`src/design/max_segment_tree_engine_top_defines.svh`:
```
// Assertion macros shared by the segment tree engine modules.
// Each use expects signals named clk and arst_n in the enclosing module.
`ifndef MAX_SEGMENT_TREE_ENGINE_TOP_DEFINES_SVH
`define MAX_SEGMENT_TREE_ENGINE_TOP_DEFINES_SVH
`ifndef SYNTHESIS
`define MSTE_ASSERT(lbl, prop, msg) \
	lbl: assert property (@(posedge clk) disable iff (!arst_n) prop) else $error(msg);
`define MSTE_ASSERT_NXT(lbl, ante, cons, msg) \
	lbl: assert property (@(posedge clk) disable iff (!arst_n) (ante) |=> (cons)) \
		else $error(msg);
`else
`define MSTE_ASSERT(lbl, prop, msg)
`define MSTE_ASSERT_NXT(lbl, ante, cons, msg)
`endif
`endif

```
`src/design/mste_pkg.sv`:
```
package mste_pkg;

	localparam logic [2:0] REQ_WRITE  = 3'd0;
	localparam logic [2:0] REQ_READ   = 3'd1;
	localparam logic [2:0] REQ_RANGE  = 3'd2;
	localparam logic [2:0] REQ_SRIGHT = 3'd3;
	localparam logic [2:0] REQ_SLEFT  = 3'd4;

	localparam logic signed [31:0] VAL_IDENT = -32'sd1;
	localparam logic [10:0] ELEM_RESET = 11'd1024;

	typedef logic [4:0] op_t;

	localparam op_t OP_NOP      = 5'd0;
	localparam op_t OP_CLR      = 5'd1;
	localparam op_t OP_LOAD     = 5'd2;
	localparam op_t OP_PUSH     = 5'd3;
	localparam op_t OP_WLEAF    = 5'd4;
	localparam op_t OP_RD_SIB   = 5'd5;
	localparam op_t OP_WPAR     = 5'd6;
	localparam op_t OP_RD_L     = 5'd7;
	localparam op_t OP_FIN_RD   = 5'd8;
	localparam op_t OP_RM_RDL   = 5'd9;
	localparam op_t OP_RM_RDR   = 5'd10;
	localparam op_t OP_RM_SHIFT = 5'd11;
	localparam op_t OP_ACC      = 5'd12;
	localparam op_t OP_FIN_ACC  = 5'd13;
	localparam op_t OP_SHR_L    = 5'd14;
	localparam op_t OP_ACC_INC  = 5'd15;
	localparam op_t OP_ACC_DEC  = 5'd16;
	localparam op_t OP_DEC_L    = 5'd17;
	localparam op_t OP_DN_R     = 5'd18;
	localparam op_t OP_DN_L     = 5'd19;
	localparam op_t OP_FIN_N    = 5'd20;
	localparam op_t OP_FIN_SR   = 5'd21;
	localparam op_t OP_FIN_SL   = 5'd22;

	typedef struct packed {
		op_t op;
	} cmd_t;

	typedef struct packed {
		logic       clr_last;
		logic       ok;
		logic [2:0] req_type;
		logic       pos_eq_n;
		logic       pos_zero;
		logic       l_gt1;
		logic       l_odd;
		logic       r_odd;
		logic       l_lt_r;
		logic       l_lt_t;
		logic       l_pow2;
		logic       hit;
		logic       out_free;
	} sts_t;

endpackage

```
`src/design/mste_ctrl.sv`:
```
`include "max_segment_tree_engine_top_defines.svh"

module mste_ctrl (
	input  logic          clk,
	input  logic          arst_n,
	input  logic          in_valid,
	output logic          in_stall,
	input  mste_pkg::sts_t sts,
	output mste_pkg::cmd_t cmd
);

	localparam logic [4:0] S_CLR       = 5'd0;
	localparam logic [4:0] S_IDLE      = 5'd1;
	localparam logic [4:0] S_DISP      = 5'd2;
	localparam logic [4:0] S_DONE      = 5'd3;
	localparam logic [4:0] S_WLEAF     = 5'd4;
	localparam logic [4:0] S_W_TEST    = 5'd5;
	localparam logic [4:0] S_W_PAR     = 5'd6;
	localparam logic [4:0] S_RD_WAIT   = 5'd7;
	localparam logic [4:0] S_RM_TEST   = 5'd8;
	localparam logic [4:0] S_RM_LW     = 5'd9;
	localparam logic [4:0] S_RM_RTEST  = 5'd10;
	localparam logic [4:0] S_RM_RW     = 5'd11;
	localparam logic [4:0] S_RM_SH     = 5'd12;
	localparam logic [4:0] S_SR_UP     = 5'd13;
	localparam logic [4:0] S_SR_CHK    = 5'd14;
	localparam logic [4:0] S_SR_LCHK   = 5'd15;
	localparam logic [4:0] S_SR_DN     = 5'd16;
	localparam logic [4:0] S_SR_DCHK   = 5'd17;
	localparam logic [4:0] S_SL_DEC    = 5'd18;
	localparam logic [4:0] S_SL_UP     = 5'd19;
	localparam logic [4:0] S_SL_CHK    = 5'd20;
	localparam logic [4:0] S_SL_LCHK   = 5'd21;
	localparam logic [4:0] S_SL_DN     = 5'd22;
	localparam logic [4:0] S_SL_DCHK   = 5'd23;

	logic [4:0] state_q;
	logic [4:0] state_d;
	mste_pkg::op_t op;

	assign in_stall = (state_q != S_IDLE);
	assign cmd.op = op;

	always_comb begin
		state_d = state_q;
		op = mste_pkg::OP_NOP;
		case (state_q)
			S_CLR: begin
				op = mste_pkg::OP_CLR;
				if (sts.clr_last) begin
					state_d = S_IDLE;
				end
			end
			S_IDLE: begin
				if (in_valid) begin
					op = mste_pkg::OP_LOAD;
					state_d = S_DISP;
				end
			end
			S_DISP: begin
				if (!sts.ok) begin
					state_d = S_DONE;
				end else begin
					case (sts.req_type)
						mste_pkg::REQ_WRITE: state_d = S_WLEAF;
						mste_pkg::REQ_READ: begin
							op = mste_pkg::OP_RD_L;
							state_d = S_RD_WAIT;
						end
						mste_pkg::REQ_RANGE: state_d = S_RM_TEST;
						mste_pkg::REQ_SRIGHT: begin
							if (sts.pos_eq_n) begin
								op = mste_pkg::OP_FIN_N;
								state_d = S_DONE;
							end else begin
								state_d = S_SR_UP;
							end
						end
						mste_pkg::REQ_SLEFT: begin
							if (sts.pos_zero) begin
								state_d = S_DONE;
							end else begin
								state_d = S_SL_DEC;
							end
						end
						default: state_d = S_DONE;
					endcase
				end
			end
			S_WLEAF: begin
				op = mste_pkg::OP_WLEAF;
				state_d = S_W_TEST;
			end
			S_W_TEST: begin
				if (sts.l_gt1) begin
					op = mste_pkg::OP_RD_SIB;
					state_d = S_W_PAR;
				end else begin
					state_d = S_DONE;
				end
			end
			S_W_PAR: begin
				op = mste_pkg::OP_WPAR;
				state_d = S_W_TEST;
			end
			S_RD_WAIT: begin
				op = mste_pkg::OP_FIN_RD;
				state_d = S_DONE;
			end
			S_RM_TEST: begin
				if (!sts.l_lt_r) begin
					op = mste_pkg::OP_FIN_ACC;
					state_d = S_DONE;
				end else if (sts.l_odd) begin
					op = mste_pkg::OP_RM_RDL;
					state_d = S_RM_LW;
				end else begin
					state_d = S_RM_RTEST;
				end
			end
			S_RM_LW: begin
				op = mste_pkg::OP_ACC;
				state_d = S_RM_RTEST;
			end
			S_RM_RTEST: begin
				if (sts.r_odd) begin
					op = mste_pkg::OP_RM_RDR;
					state_d = S_RM_RW;
				end else begin
					op = mste_pkg::OP_RM_SHIFT;
					state_d = S_RM_TEST;
				end
			end
			S_RM_RW: begin
				op = mste_pkg::OP_ACC;
				state_d = S_RM_SH;
			end
			S_RM_SH: begin
				op = mste_pkg::OP_RM_SHIFT;
				state_d = S_RM_TEST;
			end
			S_SR_UP: begin
				if (!sts.l_odd) begin
					op = mste_pkg::OP_SHR_L;
				end else begin
					op = mste_pkg::OP_RD_L;
					state_d = S_SR_CHK;
				end
			end
			S_SR_CHK: begin
				if (sts.hit) begin
					state_d = S_SR_DN;
				end else begin
					op = mste_pkg::OP_ACC_INC;
					state_d = S_SR_LCHK;
				end
			end
			S_SR_LCHK: begin
				if (sts.l_pow2) begin
					op = mste_pkg::OP_FIN_N;
					state_d = S_DONE;
				end else begin
					state_d = S_SR_UP;
				end
			end
			S_SR_DN: begin
				if (sts.l_lt_t) begin
					op = mste_pkg::OP_DN_R;
					state_d = S_SR_DCHK;
				end else begin
					op = mste_pkg::OP_FIN_SR;
					state_d = S_DONE;
				end
			end
			S_SR_DCHK: begin
				if (!sts.hit) begin
					op = mste_pkg::OP_ACC_INC;
				end
				state_d = S_SR_DN;
			end
			S_SL_DEC: begin
				op = mste_pkg::OP_DEC_L;
				state_d = S_SL_UP;
			end
			S_SL_UP: begin
				if (sts.l_gt1 && sts.l_odd) begin
					op = mste_pkg::OP_SHR_L;
				end else begin
					op = mste_pkg::OP_RD_L;
					state_d = S_SL_CHK;
				end
			end
			S_SL_CHK: begin
				if (sts.hit) begin
					state_d = S_SL_DN;
				end else begin
					op = mste_pkg::OP_ACC;
					state_d = S_SL_LCHK;
				end
			end
			S_SL_LCHK: begin
				if (sts.l_pow2) begin
					state_d = S_DONE;
				end else begin
					state_d = S_SL_DEC;
				end
			end
			S_SL_DN: begin
				if (sts.l_lt_t) begin
					op = mste_pkg::OP_DN_L;
					state_d = S_SL_DCHK;
				end else begin
					op = mste_pkg::OP_FIN_SL;
					state_d = S_DONE;
				end
			end
			S_SL_DCHK: begin
				if (!sts.hit) begin
					op = mste_pkg::OP_ACC_DEC;
				end
				state_d = S_SL_DN;
			end
			S_DONE: begin
				if (sts.out_free) begin
					op = mste_pkg::OP_PUSH;
					state_d = S_IDLE;
				end
			end
			default: state_d = S_IDLE;
		endcase
	end

	always_ff @(posedge clk or negedge arst_n) begin
		if (!arst_n) begin
			state_q <= S_CLR;
		end else begin
			state_q <= state_d;
		end
	end

	`MSTE_ASSERT_NXT(a_accept_dispatch, in_valid && !in_stall, state_q == S_DISP, "accepted request not dispatched")
	`MSTE_ASSERT_NXT(a_push_idle, state_q == S_DONE && sts.out_free, state_q == S_IDLE, "result push did not return to idle")

endmodule

```
`config.mk`:
```
export PLATFORM = sky130hd
export DESIGN_NAME = mste_ctrl
export DESIGN_NICKNAME = d
export VERILOG_FILES = /design/src/design/mste_pkg.sv /design/src/design/mste_ctrl.sv
export VERILOG_INCLUDE_DIRS = /design/src /design/src/design
export SDC_FILE = /design/constraint.sdc
export NUM_CORES = 1
export LEC_CHECK = 0
export BUFFER_PORTS_ARGS = -buffer_cell sky130_fd_sc_hd__buf_2
export CORE_MARGIN = 4
export CORE_UTILIZATION = 25
export CTS_CLUSTER_DIAMETER = 40
export CTS_CLUSTER_SIZE = 40
export DETAILED_ROUTE_END_ITERATION = 7
export GPL_TIMING_DRIVEN = 0
export MAX_ROUTING_LAYER = met4
export SLEW_MARGIN = 10
export SYNTH_ARGS = -nofsm -noshare
export SYNTH_HDL_FRONTEND = slang
export SYNTH_SLANG_ARGS = --single-unit
export TNS_END_PERCENT = 10
```
`constraint.sdc`:
```
create_clock -name clk -period 1.8 [get_ports clk]
set_input_delay 0.09 -clock clk [delete_from_list [all_inputs] [get_ports clk]]
set_output_delay 0.09 -clock clk [all_outputs]
set_load 0.05 [all_outputs]
```
# Word level (Yosys, flattened, before mapping)

Index checks and enable logic that the tools add are counted.

Register bits after elaboration: 5
Latch bits: 0
RAM bits: 0
Memory bits (read-only): 0
Input port bits: 18
Logic and storage cells: 79
Memories: 0

Add/subtract/negate cells: 0
Multiply operators: 0
Div/mod/pow operators: 0
$lt $le $gt $ge: 0
Eq/ne operators: 33
Shifts and indexed selects: 0
Muxes and demuxes: 38
Bitwise operators: 0
Reductions and logical operators: 7

Operators by type and width:

| operator             | number |
|---|---|
| $pmux W5 S23         | 1 |
| $pmux W5 S21         | 1 |
| $mux W5              | 15 |
| $eq A5 B4 Y1 const B | 8 |
| $eq A5 B5 Y1 const B | 8 |
| $mux W4              | 9 |
| $pmux W5 S5          | 1 |
| $eq A5 B3 Y1 const B | 4 |
| $mux W3              | 4 |
| $eq A5 B2 Y1 const B | 2 |
| $mux W2              | 5 |
| $ne A2 B2 Y1 const B | 5 |
| $pmux W5 S2          | 1 |
| $eq A3 B2 Y1 const B | 2 |
| $reduce_or A2 Y1     | 3 |
| $eq A5 B1 Y1 const B | 1 |
| $logic_not A5 Y1     | 1 |
| $ne A5 B1 Y1 const B | 1 |
| $reduce_and A5 Y1    | 1 |
| $eq A3 B1 Y1 const B | 1 |
| $eq A3 B3 Y1 const B | 1 |
| $logic_not A3 Y1     | 1 |
| $logic_and A1 B1 Y1  | 1 |
| $mux W1              | 1 |

# Longest topological paths before layout

Gate-level depths: netlist of the first run.

Word-level depth: 4
Depth in mapped cells: 7

# Worst setup path before layout of the first run

No wires, ideal clock.

Kind: register to output
Start point: register state_q[3]
End point: output cmd[4] (netlist bit)
Arrival time: 1.737 ns
Setup slack: -0.027 ns
Stages on the path, launching flop included: 7
Path through: dfrtp_1 > buf_4 > or3_1 > nor3_2 > nand2_1 > o21ai_1 > a31o_1

RTL lines:

| what                   | line             | text |
|---|---|---|
| from (decl)            | mste_ctrl.sv:37  | `logic [4:0] state_q;` |
| from (signal assigned) | mste_ctrl.sv:237 | `state_q <= state_d;` |
| to (decl)              | mste_ctrl.sv:9   | `output mste_pkg::cmd_t cmd` |

==> impl_metrics.tcl, run 1 <==
set metrics [dict create \
    status "finished with violations" \
    violations "setup timing" \
    largest_reg_flops 5 \
    fin_nets 219 \
    synthCells 163 \
    cts_num_sinks 5 \
    seqPwrFrac_pct 7.9 \
    period_share_pct 109.9 \
    p_int_w 0.001274 \
    grt_pass1_wl_mm 6.693 \
    clock_skew_ns 0.001061 \
    via_per_inst 5.880 \
    synthArstFlopShare_pct 100.0 \
    synth-main-ff-cell "dfrtp_1" \
    worstRegToRegCells 6 \
    cp-startpoint "state_q[2]" \
    avgRoutedWirePerCell_um 17.03 \
    ys_seq_elements 5 \
    avgSynthCellArea_um2 6.717 \
    drtAntennaViolNets 0 \
    critPathArrivalTime_ns 1.89 \
    top_regs "state_q (5)" \
    synth_cell_types 49 \
    drv_slew 0 \
    drc 0 \
    largest-register "state_q" \
    placed_cells 236 \
    first_pass_iters 4 \
    cts.clk_slew.worst_paths_ns 0.03 \
    clock_latency_ns 0.22 \
    io_buffer_count 23 \
    num_antenna_cells 0 \
    cp-end-kind "output pin" \
    instances_no_fill 250 \
    timing.rr.end "state_q[2]" \
    drt_wl_total_mm 4.257 \
    critPathRequiredTime_ns 1.71 \
    min_period_ns 1.978 \
    synth-edff-count 0 \
    place_hpwl_mm 3.048 \
    seq_area_frac_synth_pct 11.43 \
    r2r_slack_ns 0.02 \
    reg2reg_from "state_q[3]" \
    ys_warn_count 0 \
    worstMarginPinSlew_ns 0.4247 \
    grt_pass1_vias 1368 \
    setup_viol 5 \
    relSlewSlack_pct 71.33 \
    design.core.area_um2 4115 \
    start_util_pct 26.60 \
    netSwitchingFraction_pct 54.63 \
    grt_max_degree 11 \
    syn_area_um2 1095 \
    gp_congestion 1.010 \
    fp.dieW_um 74.18 \
    initialDrtViolationCount 239 \
    finalPower_w 0.002809 \
    hold_class "input pin to register" \
    combPwrFrac_pct 85.0 \
    num_rows 23 \
    h-tree-depth 1 \
    antenna_found_initial 0 \
    fp.dieH_um 74.18 \
    power_density_nw_per_um2 1818 \
    crit_end "cmd[2]" \
    grt_overflow_total 0 \
    worstSetupPathType "register to output pin" \
    die_area_um2 5502 \
    cts_buffer_depth 2 \
    cts_made_buffers 3 \
    crit_fanout 6 \
    rsz0062_at_grt "yes" \
    vdd_drop_max_mv 0.6946 \
    grt.total_usage_pct 16.10 \
    p_switching_w 0.001535 \
    dr_total_vias 1470 \
    drv_cap 0 \
    final.setup.worst_slack_ns -0.1778 \
    p_clk_share_pct 7.1 \
    final_hold_viol_count 0 \
    cts-root-buf "clkbuf_8" \
    io_pins 24 \
    cts_tree "done" \
    drive_above_1_share_pct 36.50 \
    startpoint_type "register" \
    fmax_mhz 505.6 \
    cellLeakagePower_nw 0.6643 \
    syn_to_final_growth_pct 41.14 \
    syn_nets 181 \
]
-- power groups by stage --
stage / registers, W / clock network [W] / logic (W)
final: 0.000222 / 0.000200 / 0.00239
after detailed placement: 0.000200 / 0 / 0.00192
after global placement: 0.000198 / 0 / 0.00196
after floorplan: 0.000191 / 0 / 0.00150
after global routing: 0.000229 / 0.000215 / 0.00254
after CTS: 0.000216 / 0.000207 / 0.00226
-- Yosys cell counts, types with 2 or more instances --
cell       n  share of area, %
mux2i_1    2               1.8
nand3_1    3               1.4
inv_1      7               2.4
nand3b_1   2               1.4
a31oi_1    5               2.9
buf_2      5               2.3
a32oi_1    3               2.4
nand2b_1   9               5.1
buf_4      5               3.4
nor2b_1    5               2.9
o22ai_1    3               1.7
o211ai_1   2               1.4
o311ai_0   2               1.6
a22oi_1    3               2.1
o21ai_0   11               5.0
nor2_1    12               4.1
or3_1      5               2.9
a31o_1     2               1.6
nor3_1     7               3.2
a21o_1     2               1.4
o21ai_1    5               2.3
dfrtp_1    5                11
a211oi_1   2               1.4
a21oi_1   10               4.6
nand4_1    4               2.3
o31ai_1    2               1.4
nand2_1   16               5.5
buf_6      2               2.1
o32ai_1    2               1.6
-- placed cells by master (no fill, tap or decap), drive strengths merged, types with 2 or more instances in the layout --
master   n
a31o     3
nand3b   2
a22oi    3
nand3    3
o211ai   2
o32ai    2
inv      8
nor2b    6
a21o     2
o21ai   16
nor2    12
nand4    4
a21oi   10
a21boi   2
nor3     8
nand2b  10
o311ai   3
mux2i    2
buf     44
dfrtp    5
a32oi    3
or3      5
a211oi   3
o31ai    2
a31oi    5
o22ai    3
clkbuf   4
nand2   16
-- kinds of logic (layout without fill, tap and decap cells) --
| kind of cell | count (synthesis) | count (layout) | share of synthesized area, % |
|---|---|---|---|
| buffers and inverters | 20 | 57 | 10.51 |
| AND/OR/NAND/NOR | 75 | 75 | 38.51 |
| flip-flops | 5 | 5 | 11.43 |
| AO/OA/AOI/OAI | 61 | 61 | 37.71 |
| multiplexers | 2 | 2 | 1.829 |
-- cell type report --
| type | instances | area (um^2) |
|---|---|---|
| fillers | 452 | 2570 |
| well taps | 50 | 62.56 |
| multi-input cells | 138 | 935.9 |
| repair buffers | 35 | 242.7 |
| plain buffers | 10 | 102.6 |
| inverters | 8 | 30.03 |
| clock buffers | 4 | 45.04 |
| flip-flops and latches | 5 | 126.4 |
-- what timing repair did --
item / CTS / global route
endpoints found under the hold margin: 5 / 0
gates resized for setup: 34 / 10
pin swaps: 11 / 5
hold buffers: 1 / 0
endpoints found under the setup margin: 5 / 7
buffers inserted: 11 / 0
-- through the flow --
stage,TNS (ns),hold slack (ns),worst slack [ns],instance area (um^2),utilization [%]
after global placement,-0.8761,-0.09328,-0.2666,1272,30.92
after CTS,-0.5721,0.1962,-0.1544,1503,36.52
after floorplan,-0.04786,-0.2056,-0.02654,1095,-
final,-0.6677,0.1956,-0.1778,1545,37.55
after detailed placement,-0.7901,-0.09018,-0.2548,1272,30.92
after global routing,-1.131,0.2336,-0.2367,1545,37.55
-- worst min-delay path by stage --
stage	startpoint	end	slack [ns]	cells past startpoint
after floorplan	arst_n	state_q[0]	-0.21	0
after global placement	arst_n	state_q[3]	-0.09	1
after detailed placement	arst_n	state_q[3]	-0.09	1
after CTS	sts[11]	state_q[3]	0.20	3
after global routing	sts[14]	state_q[0]	0.23	3
final	sts[11]	state_q[3]	0.20	3
-- layer usage --
layer  GRT usage [%]  vias up  share of wire, %
met3           1.216       19                11
met1           21.89      661                40
met5               -        -                 0
li1                -      692                 -
met2           24.51       98                45
met4           6.640        0               3.6
-- worst max-delay path, cell delays in order (launching register included) --
cell and delay [ns]:
dfrtp_1 0.40, buf_6 0.15, nor2b_4 0.13, a32oi_1 0.23
o21ai_1 0.10, or4_4 0.50, buf_8 0.17
(Power assumes the default switching activity.)
==> run 2, diff against run 1 <==
SKIP_CTS_REPAIR_TIMING = 1   (was unset)
TNS_END_PERCENT = unset   (was 10)
==> run 2 against run 1 <==
The flow still finishes with violations (setup timing). Cell count is 0.40% higher. First-iteration DRC count is 11% lower. Sequential cell count stayed put. Critical path type unchanged. Critical endpoint unchanged. Largest cell class unchanged. Highest routed layer unchanged.
==> impl_metrics.tcl, run 2 (same netlist as run 1, synthesis figures left out) <==
set metrics [dict create \
    status "finished with violations" \
    violations "setup timing" \
    syn_to_final_growth_pct 43.89 \
    cts.clk_slew.worst_paths_ns 0.03 \
    setup_viol 5 \
    num_rows 23 \
    drt_wl_total_mm 4.359 \
    antenna_found_initial 0 \
    cts-root-buf "clkbuf_8" \
    top_regs "state_q (5)" \
    final.setup.worst_slack_ns -0.2173 \
    dr_total_vias 1519 \
    drc 0 \
    critPathMaxStageDelay_ns 0.37 \
    dpl-instance-area_um2 1272 \
    r2r_slack_ns 0.07 \
    min_from "sts[11]" \
    grt.total_usage_pct 14.20 \
    start_util_pct 26.60 \
    h-tree-depth 1 \
    design.core.area_um2 4115 \
    gp_congestion 1.010 \
    timing.rr.end "state_q[2]" \
    vdd_drop_max_mv 0.7229 \
    worstSetupPathType "register to output pin" \
    cts_made_buffers 3 \
    cp_num_buf_inv 2 \
    hold_ws_ns 0.2146 \
    cts_buffer_depth 2 \
    worstRegToRegCells 6 \
    critPathRequiredTime_ns 1.71 \
    min_period_ns 2.017 \
    grt_pass1_wl_mm 5.906 \
    num_antenna_cells 0 \
    startpoint_type "register" \
    grt.busiest_layer "met1" \
    globalRouteMet3Util_pct 1.622 \
    min_path_cells 3 \
    fp.dieH_um 74.18 \
    clock_latency_ns 0.22 \
    drive_above_1_share_pct 38.31 \
    fin_nets 220 \
    relSlewSlack_pct 69.46 \
    rsz0062_at_grt "yes" \
    grt_max_degree 11 \
    drtAntennaViolNets 0 \
    crit_fanout 10 \
    reg2reg_from "state_q[4]" \
    cp_top_family "simple AND/OR/NAND/NOR gates" \
    io_buffer_count 23 \
    pre_cts_slack_ns -0.2548 \
    cts_num_sinks 5 \
    path_cells "buf_6 -> or3_4 -> nor3_4 -> nand2_2 -> o21ai_2 -> or4_4 -> buf_8" \
    n_fill_cell 457 \
    cp-end-kind "output pin" \
    clock_skew_ns 0.0007079 \
    cts_tree "done" \
    final_cell_mix "buf_2 (20), nand2_1 (14), buf_4 (13)" \
    first_pass_iters 7 \
    final_hold_viol_count 0 \
    gr-usage-met2_pct 19.98 \
    hold_class "input pin to register" \
    worstMarginPinSlew_ns 0.4524 \
    design_area_um2 1575 \
    holdPathEnd "state_q[3]" \
    final_util_pct 38.28 \
    via_per_inst 6.052 \
    drv_cap 0 \
    largest_reg_flops 5 \
    io_pins 24 \
    grt_pass1_vias 1227 \
    finalPower_w 0.002843 \
    cp_slowest_cell "or3_4" \
    avgRoutedWirePerCell_um 17.37 \
    largest-register "state_q" \
    power_density_nw_per_um2 1805 \
    cellLeakagePower_nw 0.6868 \
    initialDrtViolationCount 213 \
    drv_slew 0 \
    die_area_um2 5502 \
    use_met1_pct 20.18 \
    grt_overflow_total 0 \
    critPathArrivalTime_ns 1.93 \
    layout_commonest_cell "buf_2" \
    fmax_mhz 495.7 \
    fp.dieW_um 74.18 \
    place_hpwl_mm 3.048 \
    period_share_pct 112.1 \
]
run 2: layout make-up:
class | instances | area, um^2 | share of cell area (%)
Multi-Input combinational cell | 138 | 958.4 | 60.84
Timing Repair Buffer | 35 | 244.0 | 15.49
Sequential cell | 5 | 128.9 | 8.181
Buffer | 11 | 106.4 | 6.751
Tap cell | 50 | 62.56 | 3.971
Clock buffer | 4 | 45.04 | 2.859
Inverter | 8 | 30.03 | 1.906
run 2: report_power, final:
| group | internal (W) | switching, W | total, W | leakage, nW |
|---|---|---|---|---|
| Sequential | 0.000167 | 0.0000572 | 0.000224 | 0.0602 |
| Clock | 0.000151 | 0.0000478 | 0.000199 | 0.0228 |
| Combinational | 0.000960 | 0.00146 | 0.00242 | 0.604 |
| Total | 0.00128 | 0.00156 | 0.00284 | 0.687 |
run 2: metrics by stage:
stage / instances / TNS (ns)
after CTS: 240 / -1.967
after global placement: 236 / -0.8761
after detailed placement: 236 / -0.7901
after floorplan: 163 / -0.04786
final: 251 / -0.9253
after global routing: 251 / -1.267
run 2: worst max-delay path by stage:
stage / start / to / slack (ns) / cells after the start
2_1_floorplan: state_q[3] / cmd[2] / -0.03 / 6
3_3_place_gp: state_q[3] / cmd[2] / -0.27 / 7
3_5_place_dp: state_q[3] / cmd[2] / -0.25 / 7
4_1_cts: state_q[3] / cmd[2] / -0.49 / 7
5_1_grt: state_q[3] / cmd[2] / -0.27 / 7
6_report: state_q[3] / cmd[2] / -0.22 / 7
run 2: worst register-to-register path, stage by stage (launching register included):
cell,delay [ns]
dfrtp_2,0.43
nand3b_1,0.29
or3_4,0.45
buf_6,0.13
o311ai_4,0.06
a211oi_2,0.08
o32a_1,0.16
run 2: routing by layer:
layer | routed length, um | vias up
met3 | 526 | 28
met2 | 1946 | 116
li1 | - | 689
met4 | 191 | 0
met5 | 0 | -
met1 | 1695 | 686
==> run 3, diff against run 2 <==
BUFFER_PORTS_ARGS = unset   (was -buffer_cell sky130_fd_sc_hd__buf_2)
CORE_ASPECT_RATIO = 2   (was unset)
DONT_BUFFER_PORTS = 1   (was unset)
==> run 3 against run 2 <==
Sequential share of layout area is 0.43 points higher. Non-clock buffer count is 23 lower. Clock skew about the same. Worst setup slack got worse by 0.040 ns. Final area decreased by 5.9%. Clock-buffer cell count unchanged. Critical path depth is 1 lower. Sequential cell count did not move. Largest power group unchanged. The flow still finishes with violations (setup timing). Critical path type unchanged. Power fell by 2.0%. Sequential power fell by 3%.
==> impl_metrics.tcl, run 3 (same netlist as run 1, synthesis figures left out) <==
set metrics [dict create \
    n_fill_cell 455 \
    worstSetupPathType "register to output pin" \
    cp.depth 6 \
    cellLeakagePower_nw 0.5732 \
    avgRoutedWirePerCell_um 20.80 \
    worstRegToRegCells 5 \
    setup_viol 5 \
    first_pass_iters 4 \
    netSwitchingFraction_pct 56.71 \
    fp.dieW_um 54.80 \
    rsz0062_at_grt "yes" \
    seqPwrFrac_pct 7.8 \
    antenna_found_initial 0 \
    combPwrFrac_pct 84.9 \
    cts-root-buf "clkbuf_8" \
    crit_fanout 9 \
    cts_num_sinks 5 \
    finalPower_w 0.002785 \
    worst_path_most_repeated_cell "buf_6" \
    clock_skew_ns 0.0002708 \
    reg2reg_from "state_q[0]" \
    design.core.area_um2 4170 \
    critPathMaxStageDelay_ns 0.64 \
    final_hold_viol_count 0 \
    p_switching_w 0.001579 \
    largest-register "state_q" \
    grt.total_usage_pct 17.97 \
    min_from "sts[11]" \
    min_path_cells 2 \
    clock_latency_ns 0.22 \
    pre_cts_slack_ns -0.3510 \
    startpoint_type "register" \
    hold_class "input pin to register" \
    gp_congestion 0.9996 \
    cp_top_family "simple AND/OR/NAND/NOR gates" \
    holdPathEnd "state_q[3]" \
    largest_reg_flops 5 \
    drtAntennaViolNets 0 \
    fin_nets 197 \
    final_util_pct 35.55 \
    drc 0 \
    io_pins 24 \
    grt_pass1_vias 1340 \
    violations "setup timing" \
    drive_above_1_share_pct 31.46 \
    via_per_inst 6.143 \
    min_period_ns 2.057 \
    status "finished with violations" \
    grt_max_degree 11 \
    io_buffer_count 0 \
    layout_commonest_cell "nand2_1" \
    p_int_w 0.001206 \
    worstMarginPinSlew_ns 0.6247 \
    final_cell_mix "nand2_1 (15), buf_4 (10), o21ai_0 (10), nor2_1 (10)" \
    final.setup.worst_slack_ns -0.2570 \
    syn_to_final_growth_pct 35.43 \
    cts_tree "done" \
    start_util_pct 26.25 \
    fp.dieH_um 101.6 \
    cts_buffer_depth 2 \
    place_hpwl_mm 3.726 \
    initialDrtViolationCount 75 \
    path_cells "buf_6 -> nor2b_4 -> buf_6 -> a32oi_2 -> o21ai_1 -> or4_4" \
    timing.rr.end "state_q[2]" \
    cp_num_buf_inv 2 \
    drv_cap 0 \
    die_area_um2 5566 \
    vdd_drop_max_mv 0.6767 \
    num_antenna_cells 0 \
    hold_ws_ns 0.04614 \
    cts.clk_slew.worst_paths_ns 0.03 \
    drv_slew 0 \
    p_clk_share_pct 7.3 \
    r2r_slack_ns 0.07 \
    relSlewSlack_pct 58.23 \
    cp-end-kind "output pin" \
    drt_wl_total_mm 4.785 \
    top_regs "state_q (5)" \
    critPathArrivalTime_ns 1.97 \
    period_share_pct 114.3 \
    grt_pass1_wl_mm 6.913 \
    dr_total_vias 1413 \
    grt_overflow_total 0 \
    cp_slowest_cell "or4_4" \
    critPathRequiredTime_ns 1.71 \
    num_rows 33 \
    h-tree-depth 1 \
    fmax_mhz 486.2 \
    power_density_nw_per_um2 1878 \
    cts_made_buffers 3 \
]
run 3: cell count changes in the layout (fill, tap and decap cells not counted), sizes merged:
cell / change
clkbuf: -1
buf: -22
run 3: how the worst max path moves through the flow:
stage / start / slack [ns] / to
finish: state_q[2] / -0.26 / cmd[2]
global route: state_q[1] / -0.30 / cmd[1]
CTS: state_q[3] / -0.60 / cmd[2]
detailed placement: state_q[3] / -0.35 / cmd[2]
global placement: state_q[3] / -0.32 / cmd[2]
floorplan: state_q[3] / -0.03 / cmd[2]
run 3: worst reg2reg max path: stages (launching register included):
cell	delay [ns]
dfrtp_2	0.45
nor2b_1	0.23
a32oi_1	0.29
o311ai_2	0.18
a211oi_2	0.30
o32a_1	0.21
run 3: area by class of cell:
type / instances / area (um^2) / share of cell area [%]
plain buffers: 12 / 135.1 / 9.114
clock buffers: 4 / 45.04 / 3.038
multi-input cells: 138 / 979.7 / 66.08
inverters: 8 / 35.03 / 2.363
well taps: 52 / 65.06 / 4.388
repair buffers: 11 / 95.09 / 6.414
flip-flops and latches: 5 / 127.6 / 8.608
run 3: metal layers:
| metal | global-route usage [%] | up-vias | part of all wire, % |
|---|---|---|---|
| met5 | - | - | 0 |
| met4 | 12.67 | 0 | 6.4 |
| met3 | 2.946 | 21 | 5.5 |
| met2 | 31.75 | 81 | 58 |
| met1 | 16.05 | 663 | 30 |
| li1 | - | 648 | - |
run 3: power by group through the flow:
stage	sequential (W)	clock (W)	combinational (W)
after floorplan	0.000191	0	0.00150
after global placement	0.000200	0	0.00189
final	0.000217	0.000203	0.00236
after global routing	0.000225	0.000221	0.00251
after detailed placement	0.000202	0	0.00189
after CTS	0.000201	0.000210	0.00189
run 3: through the flow:
step           cells  setup TNS (ns)  cell area [um^2]
6_report         230         -0.9335              1483
5_1_grt          230          -1.235              1483
4_1_cts          219          -2.326              1205
3_3_place_gp     215         -0.9932              1160
2_1_floorplan    163        -0.04786              1095
3_5_place_dp     215          -1.092              1160
